### src/apa_fifo.sv
// Two-entry queue that decouples the front end from the arithmetic pipeline.
module apa_fifo #(
  parameter int unsigned WIDTH = 8
) (
  input  logic             clk_i,
  input  logic             rst_ni,
  input  logic             push_valid_i,
  output logic             push_ready_o,
  input  logic [WIDTH-1:0] push_data_i,
  output logic             pop_valid_o,
  input  logic             pop_ready_i,
  output logic [WIDTH-1:0] pop_data_o
);

  logic [WIDTH-1:0] mem_q [2];
  logic             wr_ptr_q, rd_ptr_q;
  logic [1:0]       count_q;
  logic             push, pop;

  assign push_ready_o = (count_q != 2'd2);
  assign pop_valid_o  = (count_q != 2'd0);
  assign push         = push_valid_i && push_ready_o;
  assign pop          = pop_valid_o && pop_ready_i;
  assign pop_data_o   = mem_q[rd_ptr_q];

  always_ff @(posedge clk_i or negedge rst_ni) begin
    if (!rst_ni) begin
      wr_ptr_q <= 1'b0;
      rd_ptr_q <= 1'b0;
      count_q  <= 2'd0;
    end else begin
      if (push) begin
        wr_ptr_q <= ~wr_ptr_q;
      end
      if (pop) begin
        rd_ptr_q <= ~rd_ptr_q;
      end
      count_q <= count_q + {1'b0, push} - {1'b0, pop};
    end
  end

  always_ff @(posedge clk_i) begin
    if (push) begin
      mem_q[wr_ptr_q] <= push_data_i;
    end
  end

endmodule

### config.mk
export PLATFORM = sky130hd
export DESIGN_NAME = apa_fifo
export DESIGN_NICKNAME = d
export VERILOG_FILES = /design/src/apa_fifo.sv
export SDC_FILE = /design/constraint.sdc
export NUM_CORES = 1
export LEC_CHECK = 0
export ABC_AREA = 0
export BUFFER_PORTS_ARGS = -buffer_cell sky130_fd_sc_hd__buf_2
export CORE_ASPECT_RATIO = 0.7
export CORE_UTILIZATION = 29
export CTS_CLUSTER_DIAMETER = 120
export CTS_CLUSTER_SIZE = 16
export DETAILED_ROUTE_END_ITERATION = 7
export HOLD_SLACK_MARGIN = 0.03
export PLACE_DENSITY = 0.53
export SYNTH_ARGS = -nofsm -noshare
export SYNTH_HDL_FRONTEND = slang
export SYNTH_SLANG_ARGS = --single-unit
### constraint.sdc
create_clock -name clk_i -period 1.5 [get_ports clk_i]
set_input_delay 0.15 -clock clk_i [delete_from_list [all_inputs] [get_ports clk_i]]
set_output_delay 0.15 -clock clk_i [all_outputs]
set_load 0.1 [all_outputs]
==> results of run 1 <==
==> worst max path at each step <==
stage	slack (ns)	cells after the start	end
floorplan	-0.29	7	count_q[1]
global placement	-0.06	7	count_q[1]
detailed placement	-0.1	7	count_q[1]
CTS	-0.10	7	count_q[1]
global route	-0.14	7	count_q[1]
finish	-0.09	7	count_q[1]
==> synth_stat cells (all sizes together) <==
cell type and number:
and2 1, and3 1, buf 1, dfrtp 4, edfxtp 16, ha 2
inv 1, mux2 8, nand2 1, nand2b 1, nor2 1, or2 1
xnor2 3, xor2 1
==> registers in the layout, indices dropped and copies added (netlist names) <==
register / cells
count_q: 2
mem_q: 16
rd_ptr_q: 1
wr_ptr_q: 1
==> critical path, delay by kind of cell, from the launching register on <==
family,cells,cell delay (ns)
simple gates,2,0.40
buf+inv,1,0.04
flops,1,0.39
fa+ha+maj,2,0.40
xor+xnor,2,0.25
==> cell type report <==
type	instances	area share, %
Clock inverter	1	2.40
Multi-Input combinational cell	20	18.8
Timing Repair Buffer	32	25.3
Sequential cell	20	46.5
Inverter	1	0.300
Tap cell	34	3.40
Clock buffer	3	3.30
==> cells by family after synthesis <==
group / count (synthesis)
muxes: 8
adders and majority gates: 2
and+or+nand+nor: 6
buffers and inverters: 2
xor gates and xnor gates: 4
DFF: 20
==> stage by stage <==
stage | worst slack (ns) | hold WS (ns) | TNS [ns] | std cells | util, %
floorplan | -0.288 | -0.146 | -1.95 | 42 | -
global placement | -0.0645 | -0.0326 | -0.0645 | 102 | 40.3
detailed placement | -0.0992 | -0.0336 | -0.0992 | 102 | 40.3
CTS | -0.102 | 0.0668 | -0.136 | 110 | 46.9
global route | -0.138 | 0.0628 | -0.142 | 111 | 50.1
finish | -0.0874 | 0.0766 | -0.0874 | 111 | 50.1
==> routing by layer <==
metal / routed length [um] / share of wire (%) / track usage, %
met5: 0 / 0 / 0
met1: 600 / 44 / 11.7
met3: 70 / 5.1 / 5.30
met4: 9 / 0.65 / 4.09
met2: 697 / 51 / 19.1
==> timing repair <==
item	4_1_cts	5_1_grt
hold buffers	1	0
buffers inserted	3	1
pin swaps	2	2
endpoints found under the hold margin	4	0
cloned	0	0
setup endpoints to repair	10	25
resized for setup	22	25
==> out/summary.txt, run 1 <==
Outcome: finished with violations
Failing checks: negative setup slack
Setup crit start kind: flip-flop
Skew final: 0.00395 ns
Final hold vios: 0
Clock root cell: clkbuf_8
Ys Warns: 0
Routed wire length: 1380 um
Die height: 45.2 um
Drc violations: 0
Total congestion overflow: 0
Max Clk Rate: 0.630 GHz
Synth top area share: 62.0%
Mapped Area: 774 um2
R2R cell count: 7
Layout area overhead: 61.6%
Via count: 468
Worst Hold End: mem_q[1][3]
Fillers: 215
Vias in the first global route: 447
Antenna violations before repair: 0
Final WS setup: -0.0874 ns
Clk slew on worst S/H paths: 0.07 ns
Most used cell, CP: ha_4
Cell variety after synth: 14
Fin crit period: 1.59 ns
Post-route ant nets: 0
Mux cell area share after synthesis: 11.6%
Post-Synth XOR/XNOR Area: 4.52%
Core Box Area: 2500 um2
HPWL Detailed: 916 um
Crit share post-route: 106%
RSZ-0062 raised after global routing: true
Initial DRC Count: 1
Reg2Reg Capture Point: count_q[1]
Commonest non-fill, non-tap cell in the layout: edfxtp_1
Worst min path class: input port to flip-flop
Worst-Margin Slew: 0.485 ns
FF/Latch Area: 582 um2
Post-synthesis adder-cell area fraction: 3.23%
Largest net degree at the start of global routing: 13
Synth Area in Simple Gates: 4.52%
Starting Density: 31.0%
Final instance area: 1250 um2
Max capacitance violation total: 0
Synthesized netlist cell count: 42
Area fraction in compound gates after synthesis: 0%
WL/cell: 12.4 um
Total CTS buffers: 3
Pre-antenna DRT Iters: 2
Critical path startpoint: count_q[0]
Setup-failing EPs final: 1
Slew headroom: 67.9%
Clk Latency, worst-skew pair: 0.26 ns
H-tree Lvls: 1
RePlAce Congestion: 0.651
Maximum clock path buffer count: 2
Fraction of layout cells with a size suffix above 1: 68.8%
Sequential area share after synthesis: 75.0%
WHS Path Cells: 1
Synth Register Bits: 20
Post-synth top area cell: edfxtp_1
Synthesized area per cell: 18.4 um2
Worst flop-to-flop path startpoint: count_q[0]
DR vias/cell: 4.22
Slowest stage delay, CP: 0.39 ns
IO buf count: 21
Number of diodes: 0
CTS tree: built
WP data arrival: 1.73 ns
Top post-synthesis cells by area: edfxtp_1 (62%), dfrtp_1 (13%), mux2_1 (12%)
Flop-to-flop setup slack: -0.09 ns
Die W: 63.8 um
Die Area: 2880 um2
Mapped Nets: 56
Critical Path, Cell by Cell: or2_4 > and2_4 > ha_4 > inv_2 > ha_4 > xnor2_2 > xnor2_1
Multi-input gate area: 235 um2
Final max-slew violation count: 0
Nets: 92
Critical path start-end classification: flip-flop to flip-flop
Critical path required time: 1.65 ns
Critical Path Sink Type: flip-flop
Min-delay src: push_data_i[3]
Largest family of logic cells by synthesized area: multiplexers
Ports: 22
Max Fanout on Critical Path: 2
FP Rows: 15
Commonest cells after routing, fill and taps aside: edfxtp_1 (16), buf_2 (12), buf_4 (10)
Critical path's slowest cell: dfrtp_1
Sink Count: 20
Gr usage total: 10.9%
Placed Area: 1000 um2
First-pass GRT wire length: 2080 um
Power of run 1 is not shown: default switching activity piles up to over one toggle a cycle in this logic, so the estimate is an artifact.
==> inputs of run 2 (changes only) <==
--- a/config.mk
+++ b/config.mk
@@ -7,13 +7,14 @@
 export LEC_CHECK = 0
 export ABC_AREA = 0
 export BUFFER_PORTS_ARGS = -buffer_cell sky130_fd_sc_hd__buf_2
+export CAP_MARGIN = 20
 export CORE_ASPECT_RATIO = 0.7
 export CORE_UTILIZATION = 29
 export CTS_CLUSTER_DIAMETER = 120
 export CTS_CLUSTER_SIZE = 16
 export DETAILED_ROUTE_END_ITERATION = 7
 export HOLD_SLACK_MARGIN = 0.03
-export PLACE_DENSITY = 0.53
+export PLACE_DENSITY = 0.52
 export SYNTH_ARGS = -nofsm -noshare
 export SYNTH_HDL_FRONTEND = slang
 export SYNTH_SLANG_ARGS = --single-unit
==> constraint.sdc (replaced) <==
create_clock -name clk_i -period 1.9 [get_ports clk_i]
set_input_delay 0.19 -clock clk_i [delete_from_list [all_inputs] [get_ports clk_i]]
set_output_delay 0.19 -clock clk_i [all_outputs]
set_load 0.1 [all_outputs]
==> out/summary.txt, run 2 (synthesized netlist as in run 1, its figures left out) <==
R2R cell count: 7 (unchanged)
Skew final: 0.00222 ns (was 0.00395 ns)
CTS tree: built (unchanged)
Clk Latency, worst-skew pair: 0.25 ns (was 0.26 ns)
Layout area overhead: 30.5% (was 61.6%)
Fin crit period: 1.70 ns
Initial DRC Count: 6 (was 1)
Number of diodes: 0 (unchanged)
Outcome: complete, no violations (was finished with violations)
Placed insts: 97 (was 102)
Critical path's slowest cell: dfrtp_1 (unchanged)
Final core utilization: 40.5% (was 50.1%)
DR vias/cell: 3.94 (was 4.22)
Hold_buf cts: 1 (unchanged)
Max Fanout on Critical Path: 9 (was 2)
GRT Max-Usage Layer: met1 (was met2)
Final hold vios: 0 (unchanged)
Hold WS: 0.121 ns (was 0.0766 ns)
Total CTS buffers: 3 (unchanged)
Clock root cell: clkbuf_8 (unchanged)
Max FFs per register: 16 (unchanged)
Slew headroom: 67.6% (was 67.9%)
CP top delay family: flip-flops (was simple AND/OR/NAND/NOR gates)
Antenna violations before repair: 0 (unchanged)
RePlAce Congestion: 0.655 (was 0.651)
Core Box Area: 2500 um2 (unchanged)
Worst min path class: input port to flip-flop (unchanged)
H-tree Lvls: 1 (unchanged)
Setup crit start kind: flip-flop (unchanged)
First-pass GRT wire length: 1750 um (was 2080 um)
Setup TNS: 0 ns (was -0.0874 ns)
Final max-slew violation count: 0 (unchanged)
RSZ-0062 raised after global routing: false (was true)
Routed wire length: 1080 um (was 1380 um)
Levels on crit path: 2 (was 7)
GRT met3 Usage: 5.81% (was 5.30%)
Critical Path, Cell by Cell: mux2_1 > buf_2 (was or2_4 > and2_4 > ha_4 > inv_2 > ha_4 > xnor2_2 > xnor2_1)
Die W: 63.8 um (unchanged)
Via count: 402 (was 468)
Clk slew on worst S/H paths: 0.07 ns (about the same)
FP Rows: 15 (unchanged)
Sink Count: 20 (unchanged)
Critical path required time: 1.71 ns (was 1.65 ns)
Total congestion overflow: 0 (unchanged)
Vias in the first global route: 366 (was 447)
GR Layer Usage met1: 11.7% (unchanged)
Post-route ant nets: 0 (unchanged)
IO buf count: 21 (unchanged)
Gr usage total: 8.83% (was 10.9%)
Pre-antenna DRT Iters: 4 (was 2)
WHS Path Cells: 1 (unchanged)
Drc violations: 0 (unchanged)
Starting Density: 31.0% (unchanged)
Cts repair resizes: 0 (was 22)
Die Area: 2880 um2 (unchanged)
Commonest non-fill, non-tap cell in the layout: buf_2 (was edfxtp_1)
Critical path start-end classification: flip-flop to output pin (was flip-flop to flip-flop)
Nets: 83 (was 92)
Final Non-Filler Cells: 102 (was 111)
Top reg by flops: mem_q (unchanged)
Fillers: 229 (was 215)
Setup-failing EPs final: 0 (was 1)
Crit share post-route: 89.4%
Max Clk Rate: 0.589 GHz
Critical Path Sink Type: output pin (was flip-flop)
Slowest stage delay, CP: 0.59 ns (was 0.39 ns)
Largest net degree at the start of global routing: 13 (unchanged)
WP data arrival: 1.51 ns (was 1.73 ns)
Die height: 45.2 um (unchanged)
Fraction of layout cells with a size suffix above 1: 42.6% (was 68.8%)
Commonest cells after routing, fill and taps aside: buf_2 (21), edfxtp_1 (16), mux2_1 (8) (was edfxtp_1 (16), buf_2 (12), buf_4 (10))
Maximum clock path buffer count: 2 (unchanged)
Worst-Margin Slew: 0.490 ns (was 0.485 ns)
Met2 Use GR: 11.5% (was 19.1%)
WL/cell: 10.6 um (was 12.4 um)
Ports: 22 (unchanged)
Biggest regs: mem_q: 16 flops, count_q: 2 flops (unchanged)
Max capacitance violation total: 0 (unchanged)
Critical path buffers and inverters: 1 (unchanged)
Postcts setup bufs: 0 (was 3)
[run 2: cell types whose count changed in the layout (fill, tap and decap cells not counted), moves of 2 or more]
cell and change:
ha_4 -2, mux2_2 -7, buf_2 +9, mux2_1 +8, buf_12 -8, ha_1 +2, buf_4 -9
[run 2: per-stage QoR]
| stage | setup slack (ns) | cell area (um2) |
|---|---|---|
| 2_1_floorplan | 0.0204 | 779 |
| 3_3_place_gp | 0.241 | 930 |
| 3_5_place_dp | 0.211 | 930 |
| 4_1_cts | 0.179 | 1010 |
| 5_1_grt | 0.103 | 1010 |
| 6_report | 0.202 | 1010 |
[run 2: worst reg2reg max path, stage by stage (launching register included)]
cell and delay, ns:
dfrtp_1 0.42, or2_4 0.26, and2_4 0.16, ha_1 0.27
inv_1 0.04, ha_1 0.17, xnor2_1 0.16, xnor2_1 0.13
[run 2: layout make-up]
type	count	area, um2	share of cell area, %
Sequential cell	20	581	57.4
Multi-Input combinational cell	20	190	18.8
Timing Repair Buffer	23	123	12.1
Tap cell	34	42.5	4.21
Clock buffer	3	41.3	4.08
Clock inverter	1	30.0	2.97
Inverter	1	3.75	0.371
[run 2: per-layer routing]
metal  wire length [um]  vias up
met5                  0        -
met4                  0        0
met3                 87        0
met2                457       13
met1                538      186
li1                   -      203
[run 2: worst paths after layout]
path                                       to  slack [ns]           start
worst max-delay path            pop_data_o[3]        0.20        rd_ptr_q
worst min-delay path              mem_q[0][5]        0.12  push_data_i[5]
worst max register to register     count_q[1]        0.22      count_q[1]
worst min register to register       wr_ptr_q        0.49        wr_ptr_q
max in group asynchronous            rd_ptr_q        1.52          rst_ni
min in group asynchronous          count_q[1]        0.26          rst_ni
Power of run 2 is left out for the same reason.
==> inputs of run 3 (changes only) <==
--- a/config.mk
+++ b/config.mk
@@ -15,6 +15,7 @@
 export DETAILED_ROUTE_END_ITERATION = 7
 export HOLD_SLACK_MARGIN = 0.03
 export PLACE_DENSITY = 0.52
+export RECOVER_POWER = 100
 export SYNTH_ARGS = -nofsm -noshare
 export SYNTH_HDL_FRONTEND = slang
 export SYNTH_SLANG_ARGS = --single-unit
==> out/summary.txt, run 3 (synthesized netlist as in run 1, its figures left out) <==
Outcome: complete, no violations (unchanged)
Clk Latency, worst-skew pair: 0.25 ns (about the same)
FP Rows: 15 (unchanged)
Cts repair resizes: 0 (unchanged)
Critical path required time: 1.71 ns (about the same)
Worst min path class: input port to flip-flop (unchanged)
Final instance area: 1000 um2 (was 1010 um2)
Die W: 63.8 um (unchanged)
Pre-antenna DRT Iters: 4 (unchanged)
WL/cell: 10.6 um (about the same)
Setup-failing EPs final: 0 (unchanged)
Biggest regs: mem_q: 16 flops, count_q: 2 flops (unchanged)
Max Fanout on Critical Path: 9 (unchanged)
Antenna violations before repair: 0 (unchanged)
Crit share post-route: 89.5% (was 89.4%)
Commonest cells after routing, fill and taps aside: edfxtp_1 (16), buf_2 (15), mux2_1 (8) (was buf_2 (21), edfxtp_1 (16), mux2_1 (8))
Number of diodes: 0 (unchanged)
Max Clk Rate: 0.588 GHz (was 0.589 GHz)
Routed wire length: 1080 um (about the same)
Top reg by flops: mem_q (unchanged)
Nets: 83 (unchanged)
Total CTS buffers: 3 (unchanged)
Core Box Area: 2500 um2 (unchanged)
Starting Density: 31.0% (unchanged)
WP data arrival: 1.51 ns (about the same)
Critical Path Sink Type: output pin (unchanged)
RSZ-0062 raised after global routing: false (unchanged)
Clock root cell: clkbuf_8 (unchanged)
Vias in the first global route: 366 (unchanged)
Post-route ant nets: 0 (unchanged)
Placed Area: 930 um2 (unchanged)
FF/Latch Area: 581 um2 (unchanged)
IO buf count: 21 (unchanged)
Maximum clock path buffer count: 2 (unchanged)
Commonest non-fill, non-tap cell in the layout: edfxtp_1 (was buf_2)
Slowest stage delay, CP: 0.59 ns (about the same)
Multi-input gate area: 190 um2 (unchanged)
CTS tree: built (unchanged)
Layout area overhead: 29.4% (was 30.5%)
Critical path's slowest cell: dfrtp_1 (unchanged)
Ports: 22 (unchanged)
Total congestion overflow: 0 (unchanged)
Die Area: 2880 um2 (unchanged)
Final Non-Filler Cells: 102 (unchanged)
Max FFs per register: 16 (unchanged)
Setup TNS: 0 ns (unchanged)
Fillers: 235 (was 229)
First-pass GRT wire length: 1750 um (unchanged)
Initial DRC Count: 6 (unchanged)
Critical Path, Cell by Cell: mux2_1 > buf_2 (unchanged)
Clk slew on worst S/H paths: 0.07 ns (about the same)
Largest net degree at the start of global routing: 13 (unchanged)
H-tree Lvls: 1 (unchanged)
Skew final: 0.00225 ns (was 0.00222 ns)
Max capacitance violation total: 0 (unchanged)
Setup crit start kind: flip-flop (unchanged)
Drc violations: 0 (unchanged)
Slew headroom: 64.3% (was 67.6%)
DR vias/cell: 3.96 (was 3.94)
Placed insts: 97 (unchanged)
RePlAce Congestion: 0.655 (unchanged)
Final max-slew violation count: 0 (unchanged)
Final hold vios: 0 (unchanged)
Fraction of layout cells with a size suffix above 1: 35.3% (was 42.6%)
Critical path start-end classification: flip-flop to output pin (unchanged)
Worst-Margin Slew: 0.538 ns (was 0.490 ns)
Gr usage total: 8.83% (unchanged)
Sink Count: 20 (unchanged)
Via count: 404 (was 402)
Die height: 45.2 um (unchanged)
Fin crit period: 1.70 ns (about the same)
[run 3: final cells by class]
type                       instances  share of cell area (%)
clock buffer                       3                    4.12
clock inverter                     1                    3.00
inverter                           1                   0.375
multi-input combinational         20                    19.0
sequential                        20                    57.9
tap                               34                    4.24
timing repair buffer              23                    11.4
[run 3: worst max-delay path, delay by kind of cell (launching register included)]
kind | cells | cell delay (ns)
DFF | 1 | 0.59
muxes | 1 | 0.37
buffers and inverters | 1 | 0.29
[run 3: worst paths after layout]
path | startpoint | to | slack [ns] | cells past startpoint
max | rd_ptr_q | pop_data_o[3] | 0.20 | 2
min | push_data_i[5] | mem_q[0][5] | 0.12 | 1
max reg2reg | count_q[1] | count_q[1] | 0.22 | 7
min reg2reg | wr_ptr_q | wr_ptr_q | 0.50 | 1
max in group asynchronous | rst_ni | rd_ptr_q | 1.42 | 2
min in group asynchronous | rst_ni | count_q[1] | 0.29 | 2
[run 3: timing repair]
| item | in CTS | in global routing |
|---|---|---|
| endpoints found under the hold margin | 4 | 0 |
| hold buffers | 1 | 0 |
| buffers inserted | 0 | 0 |
[run 3: through the flow]
step                hold WS, ns  setup slack (ns)  utilization (%)
floorplan                -0.106            0.0204                -
CTS                       0.113             0.179             40.5
global placement        0.00297             0.241             37.2
global route              0.108             0.102             40.2
finish                    0.122             0.200             40.2
detailed placement      0.00315             0.211             37.2
[run 3: routing by layer]
metal,global-route usage [%],up-vias,routed length [um]
met3,5.81,0,91
met2,11.5,15,458
met1,11.7,187,528
met4,2.73,0,0
li1,-,202,-
met5,0,-,0
Power of run 3 is left out for the same reason.
