--- config.mk ---
export PLATFORM = sky130hd
export DESIGN_NAME = apa_front_flat
export DESIGN_NICKNAME = d
export VERILOG_FILES = /design/src/apa_pkg.sv /design/src/apa_if.sv /design/src/apa_front.sv /design/src/flat_wrapper.sv
export SDC_FILE = /design/constraint.sdc
export NUM_CORES = 1
export LEC_CHECK = 0
export BUFFER_PORTS_ARGS = -buffer_cell sky130_fd_sc_hd__buf_2
export CORE_MARGIN = 8
export CORE_UTILIZATION = 50
export CTS_CLUSTER_SIZE = 20
export DETAILED_ROUTE_END_ITERATION = 8
export PLACE_DENSITY_LB_ADDON = 0.2
export RECOVER_POWER = 100
export SLEW_MARGIN = 20
export SYNTH_ARGS = -nofsm -noshare
export SYNTH_HDL_FRONTEND = slang
export SYNTH_SLANG_ARGS = --single-unit
--- constraint.sdc ---
create_clock -name clk_i -period 2.1 [get_ports clk_i]
set_clock_uncertainty 0.05 [all_clocks]
set_input_delay 0.105 -clock clk_i [delete_from_list [all_inputs] [get_ports clk_i]]
set_output_delay 0.105 -clock clk_i [all_outputs]
set_load 0.01 [all_outputs]
--- src/apa_pkg.sv ---
// Shared types and fixed-point constants of the vector angle block.
package apa_pkg;

  localparam int unsigned QuotBits = 15;

  localparam logic [17:0] Tan3Pi8Q16 = 18'd158217;
  localparam logic [17:0] TanPi8Q16  = 18'd27145;

  localparam logic signed [19:0] K4Q16 = 20'sd5278;
  localparam logic signed [19:0] K3Q16 = 20'sd9095;
  localparam logic signed [19:0] K2Q16 = 20'sd13093;
  localparam logic signed [19:0] K1Q16 = 20'sd21845;

  localparam logic signed [20:0] Pi4Q16   = 21'sd51472;
  localparam logic signed [20:0] Pi2Q16   = 21'sd102944;
  localparam logic signed [20:0] PiQ16    = 21'sd205887;
  localparam logic signed [20:0] Pi32Q16  = 21'sd308831;
  localparam logic signed [20:0] TwoPiQ16 = 21'sd411775;

  localparam logic [31:0] TwoPiQ24 = 32'd105414357;

  typedef enum logic [1:0] {
    OFF_ZERO = 2'd0,
    OFF_PI4  = 2'd1,
    OFF_PI2  = 2'd2
  } offset_e;

  typedef struct packed {
    logic    x_neg;
    logic    y_neg;
    logic    x_zero;
    logic    y_zero;
    logic    t_neg;
    offset_e offset;
  } ctl_t;

  function automatic logic signed [47:0] round_shr(input logic signed [47:0] v,
                                                   input int unsigned s);
    logic signed [47:0] half;
    half = 48'sd1 <<< (s - 1);
    if (v >= 0) begin
      return (v + half) >>> s;
    end else begin
      return -((-v + half) >>> s);
    end
  endfunction

endpackage

--- src/apa_if.sv ---
// Valid/ready channel interfaces for the vector input and the angle output.
interface apa_vec_if #(
  parameter int unsigned CW = 16
);
  logic                 valid;
  logic                 ready;
  logic signed [CW-1:0] vec_x;
  logic signed [CW-1:0] vec_y;

  modport source (output valid, output vec_x, output vec_y, input ready);
  modport sink   (input valid, input vec_x, input vec_y, output ready);
endinterface


--- src/apa_front.sv ---
// Front end: folds the vector to the first quadrant and picks the reduction.
module apa_front import apa_pkg::*; #(
  parameter int unsigned CW = 16
) (
  input  logic              clk_i,
  input  logic              rst_ni,
  apa_vec_if.sink           in_if,
  output logic              valid_o,
  input  logic              ready_i,
  output logic [CW:0]       num_o,
  output logic [CW:0]       den_o,
  output ctl_t              ctl_o
);

  logic          valid_q;
  logic [CW:0]   num_q, num_d, den_q, den_d;
  ctl_t          ctl_q, ctl_d;
  logic [CW-1:0] ax, ay;
  logic [CW+17:0] ay_sh, hi_rhs, mid_rhs;
  logic          take;

  assign in_if.ready = !valid_q || ready_i;
  assign take        = in_if.valid && in_if.ready;

  always_comb begin
    ax      = in_if.vec_x[CW-1] ? (~in_if.vec_x + 1'b1) : in_if.vec_x;
    ay      = in_if.vec_y[CW-1] ? (~in_if.vec_y + 1'b1) : in_if.vec_y;
    ay_sh   = {2'b00, ay, 16'h0000};
    hi_rhs  = (CW+18)'(Tan3Pi8Q16) * (CW+18)'(ax);
    mid_rhs = (CW+18)'(TanPi8Q16) * (CW+18)'(ax);
    ctl_d.x_neg  = in_if.vec_x[CW-1];
    ctl_d.y_neg  = in_if.vec_y[CW-1];
    ctl_d.x_zero = (in_if.vec_x == '0);
    ctl_d.y_zero = (in_if.vec_y == '0);
    if (ay_sh > hi_rhs) begin
      ctl_d.offset = OFF_PI2;
      ctl_d.t_neg  = 1'b1;
      num_d        = {1'b0, ax};
      den_d        = {1'b0, ay};
    end else if (ay_sh > mid_rhs) begin
      ctl_d.offset = OFF_PI4;
      ctl_d.t_neg  = (ay < ax);
      num_d        = (ay < ax) ? {1'b0, ax - ay} : {1'b0, ay - ax};
      den_d        = {1'b0, ay} + {1'b0, ax};
    end else begin
      ctl_d.offset = OFF_ZERO;
      ctl_d.t_neg  = 1'b0;
      num_d        = {1'b0, ay};
      den_d        = {1'b0, ax};
    end
  end

  always_ff @(posedge clk_i or negedge rst_ni) begin
    if (!rst_ni) begin
      valid_q <= 1'b0;
    end else if (in_if.ready) begin
      valid_q <= in_if.valid;
    end
  end

  always_ff @(posedge clk_i) begin
    if (take) begin
      num_q <= num_d;
      den_q <= den_d;
      ctl_q <= ctl_d;
    end
  end

  assign valid_o = valid_q;
  assign num_o   = num_q;
  assign den_o   = den_q;
  assign ctl_o   = ctl_q;

endmodule

--- src/flat_wrapper.sv ---
// flat-port wrapper written by rule: the top's interface ports become plain ports
module apa_front_flat import apa_pkg::*;
#(
  parameter int unsigned CW = 16
)
  (clk_i, rst_ni, valid_o, ready_i, num_o, den_o, ctl_o, in_if_valid, in_if_vec_x, in_if_vec_y, in_if_ready);
  apa_vec_if #(.CW(CW)) in_if_i ();
  input  logic clk_i;
  input  logic rst_ni;
  output logic valid_o;
  input  logic ready_i;
  output logic [CW:0] num_o;
  output logic [CW:0] den_o;
  output ctl_t ctl_o;
  input wire logic [$bits(in_if_i.valid)-1:0] in_if_valid;
  input wire logic [$bits(in_if_i.vec_x)-1:0] in_if_vec_x;
  input wire logic [$bits(in_if_i.vec_y)-1:0] in_if_vec_y;
  output wire logic [$bits(in_if_i.ready)-1:0] in_if_ready;
  assign in_if_i.valid = in_if_valid;
  assign in_if_i.vec_x = in_if_vec_x;
  assign in_if_i.vec_y = in_if_vec_y;
  assign in_if_ready = in_if_i.ready;
  apa_front #(.CW(CW)) u_core (.clk_i(clk_i), .rst_ni(rst_ni), .in_if(in_if_i), .valid_o(valid_o), .ready_i(ready_i), .num_o(num_o), .den_o(den_o), .ctl_o(ctl_o));
endmodule
==> results.md, run 1 <==
- CTS tree: built
- First-pass GRT wire length: 69650 µm
- Fin crit share: 388.9%
- Drt wl/cell: 18.82 µm
- RSZ-0062 raised after global routing: true
- Worst Path Required: 2.07 ns
- H-tree levels: 2
- Endpoints failing setup: 36
- Largest delay share family, worst path: adder cells
- Die area: 31300 µm²
- Post-DP HPWL: 37030 µm
- FFs w/ async S/R, synth: about 2.4%
- DRT Wirelength: roughly 44000 µm
- Most common cell in the netlist: ha_1
- Layout fillers: 1906
- Register area share after synthesis: 9.470%
- Clock tree root buffer cell: clkbuf_16
- Largest net degree at the start of global routing: 41
- Synth area leader: ha_1
- # DRC: 0
- Cell count after synthesis: about 1.4k
- Ant. Diodes: 0
- Hold Path Class: in -> async
- Area grow syn2layout: 47.41%
- Worst path arrival time: 8.14 ns
- Final hold violations: 0
- Number of synthesized flops with an enable pin: 40
- GP Congestion: about 0.95
- Crit path top cell by count: inv_2
- Longest Clk Path Bufs: 2
- Shortest period the worst path allows: 8.167 ns
- Core ar.: 25760 µm²
- Syn Nets: 1898
- DR pass1 iterations: 5
- Crit path largest cell delay: 0.54 ns
- Critical path's slowest cell: fa_1
- Startpoint types: input pin
- Total number of vias: 13.02k
- FF+latch count, synth: 41
- Die width: 176.9 µm
- Share of cells above drive strength 1: ~37%
- Port bufs: 77
- Final core occ: 74.09%
- F_max: 122.4 MHz
- Starting density of the core: 50.26%
- Outcome: finished with violations
- Slew HR: 27.29%
- CP endpoint kind: register
- Gr ovfl total: 0
- Row cnt: between 50 and 60
- Pre-CTS WS: -7.037 ns
- Max Cap Viol: 0
- Top cells by area, synth: ha_1, fa_1, edfxtp_1, inv_1, xnor2_1
- Global Route Usage Sum: 27.98%
- I/O pin count: 79
- Crit path buffers/inverters: 9
- Commonest cells in the netlist: ha_1, inv_1, fa_1, nor2_1, a21oi_1
- Slew @ Worst Pin: between 1 and 1.5 ns
- DR iter-0 viols: 851
- Synth Area per Inst: 8.967 µm²
- # nets final: 2458
- Failing checks: negative setup slack
- Routed Antenna Nets: 0
- Worst Slack Setup Final: -6.067 ns
- Post-synth cell types: 90
- Clk pin slew, worst setup/hold paths: 0.06 ns
- Vias in the first global route: 13.49k
- Cell Area, Synth: 12950 µm²
- Num Clock Sinks: 41
- Initial antenna violation count: 0
- Worst skew pair latency: 0.29 ns
- Most used DFF post-synth: edfxtp_1
- Yosys warnings: 0
- Maximum fanout along the worst path: 5
- CP Class: in -> reg
- Vias per std cell: 5.565
- Synth top area share: a little under a third
- Die height: 176.9 µm
- Final Max Slew Viols: 0
- Inserted Clock Buffers: 5
[metal layers]
metal	wire, µm	global-route usage (%)	vias to the layer above	share of wire (%)
li1	-	-	6267	-
met1	19030	34.79	6338	43
met2	21510	49.86	332	49
met3	1978	2.518	86	4.5
met4	1524	9.667	0	3.5
met5	0	0	-	0
[layout make-up]
| type | count | area [µm²] | share of cell area, % |
|---|---|---|---|
| clock inverters | 3 | 12.51 | 0.06555 |
| multi-input cells | 1158 | 12130 | 63.54 |
| well taps | 335 | 419.2 | 2.196 |
| clock buffers | 5 | 125.1 | 0.6555 |
| repair buffers | 580 | 4349 | 22.79 |
| flip-flops and latches | 41 | 1226 | 6.424 |
| inverters | 218 | 827.0 | 4.333 |
[sequential cells by signal, indices dropped and copies added, names as in the netlist]
register	flops
u_core.den_o	17
u_core.ctl_o	7
u_core.valid_o	1
u_core.num_o	16
[repair_timing]
action                                  4_1_cts  5_1_grt
endpoints found under the setup margin       36       36
pin swaps                                    42       36
cloned                                        4        0
hold endpoints to repair                      2        0
hold buffers                                  2        0
setup buffers                                26       16
gates resized for setup                      66       56
[worst register-to-register path, stage by stage (launching register included)]
cell and delay [ns]:
dfrtp_1 0.38, nand2b_1 0.11, and2_2 0.16, clkbuf_2 0.81
[layout by cell type (no fill, tap or decap), types with 27 or more instances in the layout]
master and instances:
nor3_1 27, nand2_1 54, buf_4 471, edfxtp_1 40
ha_1 290, clkbuf_1 45, inv_1 194, xor2_1 32
nor2_1 67, xnor2_1 35, a21oi_1 59, ha_4 36
fa_1 85, buf_2 30, o21ai_0 38
[cell families after synthesis]
| kind of cell | share of synthesized area, % |
|---|---|
| buffers and inverters | 7.547 |
| AOI/OAI and AO/OA | 17.12 |
| adders and majority gates | 45.67 |
| xor gates and xnor gates | 5.343 |
| muxes | 2.222 |
| other | 0.02896 |
| and+or+nand+nor | 12.60 |
| DFF | 9.469 |
[worst paths after layout]
check | startpoint | to | slack (ns) | cells past startpoint
worst max-delay path | in_if_vec_x[0] | u_core.num_o[12] | -6.07 | 39
worst min-delay path | rst_ni | u_core.valid_o | 0.06 | 2
worst max register to register | u_core.valid_o | u_core.den_o[14] | 0.19 | 3
worst min register to register | u_core.valid_o | u_core.valid_o | 0.49 | 2
max in group asynchronous | rst_ni | u_core.valid_o | 1.83 | 2
min in group clk_i | ready_i | u_core.valid_o | 0.06 | 3
[stage by stage]
step / std cells / hold WS (ns) / setup TNS (ns) / instance area, µm²
2_1_floorplan: 1444 / -0.2406 / -196.15 / 13830
3_3_place_gp: 2284 / -0.1690 / -242.16 / 17950
3_5_place_dp: 2284 / -0.1646 / -245.09 / 17950
4_1_cts: 2324 / 0.05296 / -215.09 / 18740
5_1_grt: 2340 / 0.08681 / -227.25 / 19090
6_report: 2340 / 0.06128 / -214.74 / 19090
Power of run 1 is left out: the tool's default activity adds up to more than one toggle a clock period on the data nets, which glitch-free logic cannot reach.
==> run 2, diff against run 1 <==
- ABC_AREA: unset -> 1
- CORE_UTILIZATION: 50 -> 55
==> run 2 against run 1 <==
Net effect:
- the flow still finishes with violations (negative setup slack)
- first-iteration DRC count increased by 110%
- critical path depth down 6
- area after synthesis is 7.9% higher
- sequential share of layout area shrank 0.35 points
- critical endpoint is now u_core.num_o[15]
- count of clock-buffer cells in the layout unchanged
- die area decreased by 1.7%
- register-to-register slack improved by 0.12 ns
- routed wire length rose by 62%
- via count increased by 32%
- maximum frequency fell by 0.94%
- synthesized cell count up 34%
==> results.md, run 2 <==
- Outcome: finished with violations
- Failing checks: negative setup slack
- Pre-CTS WS: -5.633 ns
- Cell Area, Synth: 13970 µm²
- Worst Slack Setup Final: -6.145 ns
- Startpoint types: input pin
- Cell Area, Placed: 18750 µm²
- Most used DFF post-synth: edfxtp_1
- Yosys warnings: 0
- Gr ovfl total: 0
- Worst path arrival time: 8.24 ns
- Synth top area share: 29.28%
- Largest delay share family, worst path: adder cells
- Shortest period the worst path allows: about 8.2 ns
- Worst hold stages: 3
- Longest Clk Path Bufs: 2
- Post-synth cell types: 48
- Inserted Clock Buffers: 5
- Worst flop-to-flop path endpoint: u_core.den_o[0]
- Hold EP: u_core.valid_o
- R2R Path Start: u_core.valid_o
- Worst Reg-to-Reg Cells: 2
- # DRC: 0
- DR pass1 iterations: 8
- GP Congestion: 1.033
- Slew @ Worst Pin: 0.9752 ns
- Max Cap Viol: 0
- Worst skew pair latency: 0.29 ns
- Die height: 175.4 µm
- H-tree levels: 2
- Post-DP HPWL: about 47000 µm
- Drt wl/cell: between 20 and 30 µm
- Maximum fanout along the worst path: 8
- CP Class: in -> reg
- Final Max Slew Viols: 0
- Most frequent cells in the layout: nand2_1, buf_4, inv_1
- First-pass GRT wire length: 87410 µm
- Endpoints failing setup: 36
- Share of cells above drive strength 1: 31.46%
- Clock tree root buffer cell: clkbuf_16
- FF+latch count, synth: 41
- Die area: 30770 µm²
- Crit path top cell by count: ha_1
- Hold Path Class: in -> reg
- Most common cell in the netlist: nand2_1
- Total number of vias: 17.17k
- Critical path's slowest cell: fa_1
- Syn Nets: roughly 2.4k
- Cell count after synthesis: approximately 1.9k
- Initial antenna violation count: 4
- Max reg flops: 17
- DR iter-0 viols: ~1.8k
- Worst Path Required: 2.10 ns
- Row cnt: 58
- F_max: between 100 and 150 MHz
- Final hold violations: 0
- CTS tree: built
- Crit path largest cell delay: 0.83 ns
- Die width: 175.4 µm
- Port bufs: 77
- Crit path buffers/inverters: 7
- Largest net degree at the start of global routing: around 40
- Clk pin slew, worst setup/hold paths: 0.06 ns
- Worst hold slack: 0.02006 ns
- Fin crit share: 392.6%
- Layout fillers: 1521
- # nets final: between 2k and 3k
- Global Route Usage Sum: 36.38%
- Register area share after synthesis: 8.774%
- Core ar.: roughly 25000 µm²
- Number of synthesized flops with an enable pin: 40
- FFs w/ async S/R, synth: approximately 2.4%
- Top cells by area, synth: ha_1, nand2_1, fa_1, inv_1, edfxtp_1
- Final instance area: 20190 µm²
- FF/Latch Area: between 1000 and 1500 µm²
- Vias in the first global route: 16.43k
- Routed Antenna Nets: 0
- RSZ-0062 raised after global routing: true
- CP endpoint kind: register
- Commonest cells in the netlist: nand2_1, inv_1, ha_1, nor2_1
- Hold Startpoint: in_if_valid
- Multi-input logic area: 12710 µm²
- Register-to-register setup slack: 0.31 ns
- Slew HR: 34.99%
- Starting density of the core: between 50% and 60%
- Synth area leader: ha_1
- Area grow syn2layout: 44.44%
- Synth Area per Inst: 7.222 µm²
- Num Clock Sinks: 41
- I/O pin count: 79
- DRT Wirelength: 71330 µm
- Vias per std cell: 6.116
[run 2: how the worst max path moves through the flow]
stage | slack [ns] | start | end | depth (start not counted)
floorplan | -4.44 | in_if_vec_x[0] | u_core.den_o[1] | 38
global placement | -5.31 | in_if_vec_x[1] | u_core.den_o[16] | 39
detailed placement | -5.63 | in_if_vec_x[1] | u_core.den_o[16] | 40
CTS | -4.86 | in_if_vec_x[0] | u_core.num_o[6] | 43
global route | -6.29 | in_if_vec_x[3] | u_core.num_o[6] | 34
finish | -6.14 | in_if_vec_x[3] | u_core.num_o[15] | 33
[run 2: per-layer routing]
layer | routed length (µm) | global-route usage, % | share of wire, % | vias to the layer above
met1 | 22520 | 37.95 | 32 | 7791
met4 | 8777 | 28.29 | 12 | 6
li1 | - | - | - | 7302
met5 | 39 | 0 | 0.055 | -
met3 | 9038 | 6.249 | 13 | 671
met2 | 30950 | 64.32 | 43 | 1397
[run 2: through the flow]
stage	util, %	std cells	TNS (ns)
after detailed placement	74.89	2763	-200.84
final	80.62	2807	-218.69
after floorplan	-	1935	-158.76
after global routing	80.61	2806	-224.06
after CTS	77.15	2781	-173.42
after global placement	74.89	2763	-189.76
[run 2: logic make-up after synthesis]
family                   after synthesis  synth area share [%]
AND/OR/NAND/NOR                      801                 24.14
adder cells (fa/ha/maj)              418                 42.31
buffers and inverters                377                 10.69
AO/OA/AOI/OAI                        207                 8.362
XOR/XNOR                              90                 5.694
flip-flops                            41                 8.774
other                                  1               0.02683
[run 2: worst min-delay path: stages]
cell	delay, ns
buf_2	0.08
inv_1	0.06
nand2_1	0.08
[run 2: layout make-up]
cell class	instances	share of cell area [%]
multi-input cells	1518	62.99
repair buffers	565	21.58
inverters	344	6.471
flip-flops and latches	41	6.075
well taps	330	2.045
clock buffers	5	0.6198
clock inverters	3	0.2045
diodes	1	0.01240
[run 2: what timing repair did]
item                                    CTS  global route
pin swaps                                35            77
endpoints found under the setup margin   36            36
cloned                                    1             7
hold endpoints to repair                  1             0
hold buffers                              1             0
buffers inserted                          9            20
gates resized for setup                  58           151
Power of run 2 is left out for the same reason.
==> run 3, diff against run 2 <==
- BUFFER_PORTS_ARGS: -buffer_cell sky130_fd_sc_hd__buf_2 -> unset
- DONT_BUFFER_PORTS: unset -> 1
- SETUP_SLACK_MARGIN: unset -> 0.02
- SKIP_LAST_GASP: unset -> 1
==> run 3 against run 2 <==
Net effect:
- the run still ends with negative setup slack left
- via count is 7.2% lower
- critical path depth grew 6
- register-to-register slack better by 0.25 ns
- die area stayed put
- maximum frequency grew 17%
- cell area fell by 2.6%
- largest cell class unchanged
- worst hold slack improved by 0.051 ns
- global-route usage about the same
- count of clock-buffer cells in the layout unchanged
==> results.md, run 3 (synthesis gave the netlist of run 2 again) <==
- Outcome: finished with violations
- Failing checks: negative setup slack
- Max reg flops: 17
- H-tree levels: 2
- Slew HR: 63.31%
- DR pass1 iterations: 5
- GP Congestion: 1.005
- Inserted Clock Buffers: 5
- Fin crit share: 336.1%
- Starting density of the core: 55.82%
- Hold Path Class: in -> reg
- Initial antenna violation count: 0
- Area grow syn2layout: 40.70%
- Gr ovfl total: 0
- Share of cells above drive strength 1: 29.86%
- Endpoints failing setup: 36
- Die width: 175.4 µm
- Die height: 175.4 µm
- Vias in the first global route: 16.38k
- Most frequent cells in the layout: nand2_1, buf_4, inv_1
- Core ar.: 25040 µm²
- Worst path arrival time: 7.06 ns
- Worst Path Required: 2.10 ns
- Post-DP HPWL: 47270 µm
- CP endpoint kind: register
- Vias per std cell: 5.843
- Port bufs: 0
- Cell total after placement: 2675
- Layout fillers: roughly 1.6k
- F_max: between 100 and 150 MHz
- Slew @ Worst Pin: approximately 0.55 ns
- Post-route insts no fill: 2728
- Commonest non-fill, non-tap cell in the layout: nand2_1
- Startpoint types: input pin
- RSZ-0062 raised after global routing: true
- Row cnt: 58
- # nets final: 2851
- # DRC: 0
- Ant. Diodes: 0
- Die area: 30770 µm²
- Clock tree root buffer cell: clkbuf_16
- Crit path top cell by count: nand2_1
- Worst hold stages: 4
- Global Route Usage Sum: 36.35%
- Final hold violations: 0
- Largest net degree at the start of global routing: a little over 40
- Clk pin slew, worst setup/hold paths: 0.06 ns
- Routed Antenna Nets: 0
- DR iter-0 viols: around 1.4k
- Longest Clk Path Bufs: 2
- Maximum fanout along the worst path: 12
- Max Cap Viol: 0
- Worst skew pair latency: 0.30 ns
- DRT Wirelength: around 61000 µm
- Critical path's slowest cell: fa_1
- Drt wl/cell: 22.48 µm
- CTS tree: built
- Shortest period the worst path allows: between 7 and 8 ns
- Total number of vias: 15.94k
- Worst Slack Setup Final: -4.958 ns
- Final Max Slew Viols: 0
- Num Clock Sinks: 41
- I/O pin count: slightly below 80
- CP Class: in -> reg
- Worst Reg-to-Reg Cells: 2
- Crit path largest cell delay: 0.57 ns
- First-pass GRT wire length: around 87000 µm
## run 3: cell types whose count changed in the layout (fill, tap and decap cells not counted), sizes merged
cell / delta
dlygate4sd3: +8
diode: -1
clkinv: -1
buf: -41
clkbuf: -44
nor2: -1
bufinv: +1
## run 3: layout make-up
| cell class | instances | area [µm²] | share of cell area, % |
|---|---|---|---|
| well taps | 330 | 412.9 | 2.100 |
| flip-flops and latches | 41 | 1226 | 6.236 |
| inverters | 344 | 1310 | 6.662 |
| multi-input cells | 1517 | 12450 | 63.34 |
| clock inverters | 3 | 68.82 | 0.3500 |
| clock buffers | 5 | 125.1 | 0.6363 |
| repair buffers | 488 | 4065 | 20.67 |
## run 3: critical path, delay by kind of cell
family / cells / cell delay [ns]
xor+xnor: 2 / 0.42
compound gates: 2 / 0.33
fa+ha+maj: 9 / 3.17
simple gates: 17 / 1.98
buf+inv: 9 / 0.99
## run 3: worst paths after layout
kind,start,endpoint,slack [ns]
setup / recovery,in_if_vec_x[0],u_core.num_o[9],-4.96
hold / removal,in_if_vec_y[0],u_core.num_o[0],0.07
setup reg to reg,u_core.valid_o,u_core.den_o[3],0.56
hold reg to reg,u_core.valid_o,u_core.valid_o,0.73
max in group asynchronous,rst_ni,u_core.valid_o,1.39
min in group asynchronous,rst_ni,u_core.valid_o,0.50
## run 3: what timing repair did
| action | in CTS | in global routing |
|---|---|---|
| pin swaps | 36 | 68 |
| hold buffers | 9 | 0 |
| setup buffers | 23 | 6 |
| hold endpoints to repair | 8 | 0 |
| setup endpoints to repair | 36 | 36 |
| gates cloned | 2 | 7 |
| resized for setup | 57 | 114 |
## run 3: layer usage
layer  track usage [%]  vias up  part of all wire, %  routed length (µm)
li1                  -     7127                    -                   -
met1             38.01     7516                   34               21050
met2             66.09      936                   50               30390
met3             4.788      360                  7.6                4672
met4             26.53        0                  8.5                5210
met5                 0        -                    0                   0
## run 3: per-stage QoR
| stage | setup slack [ns] | cell area (µm²) | util (%) | TNS (ns) | hold slack (ns) |
|---|---|---|---|---|---|
| 2_1_floorplan | -4.436 | 14650 | - | -158.76 | -0.2406 |
| 3_3_place_gp | -5.094 | 18320 | 73.17 | -181.68 | -0.2405 |
| 3_5_place_dp | -5.344 | 18320 | 73.17 | -189.47 | -0.2405 |
| 4_1_cts | -4.549 | 19100 | 76.28 | -162.48 | 0.06919 |
| 5_1_grt | -5.273 | 19660 | 78.54 | -188.14 | 0.1041 |
| 6_report | -4.958 | 19660 | 78.54 | -175.45 | 0.07065 |
Power of run 3 is left out for the same reason.
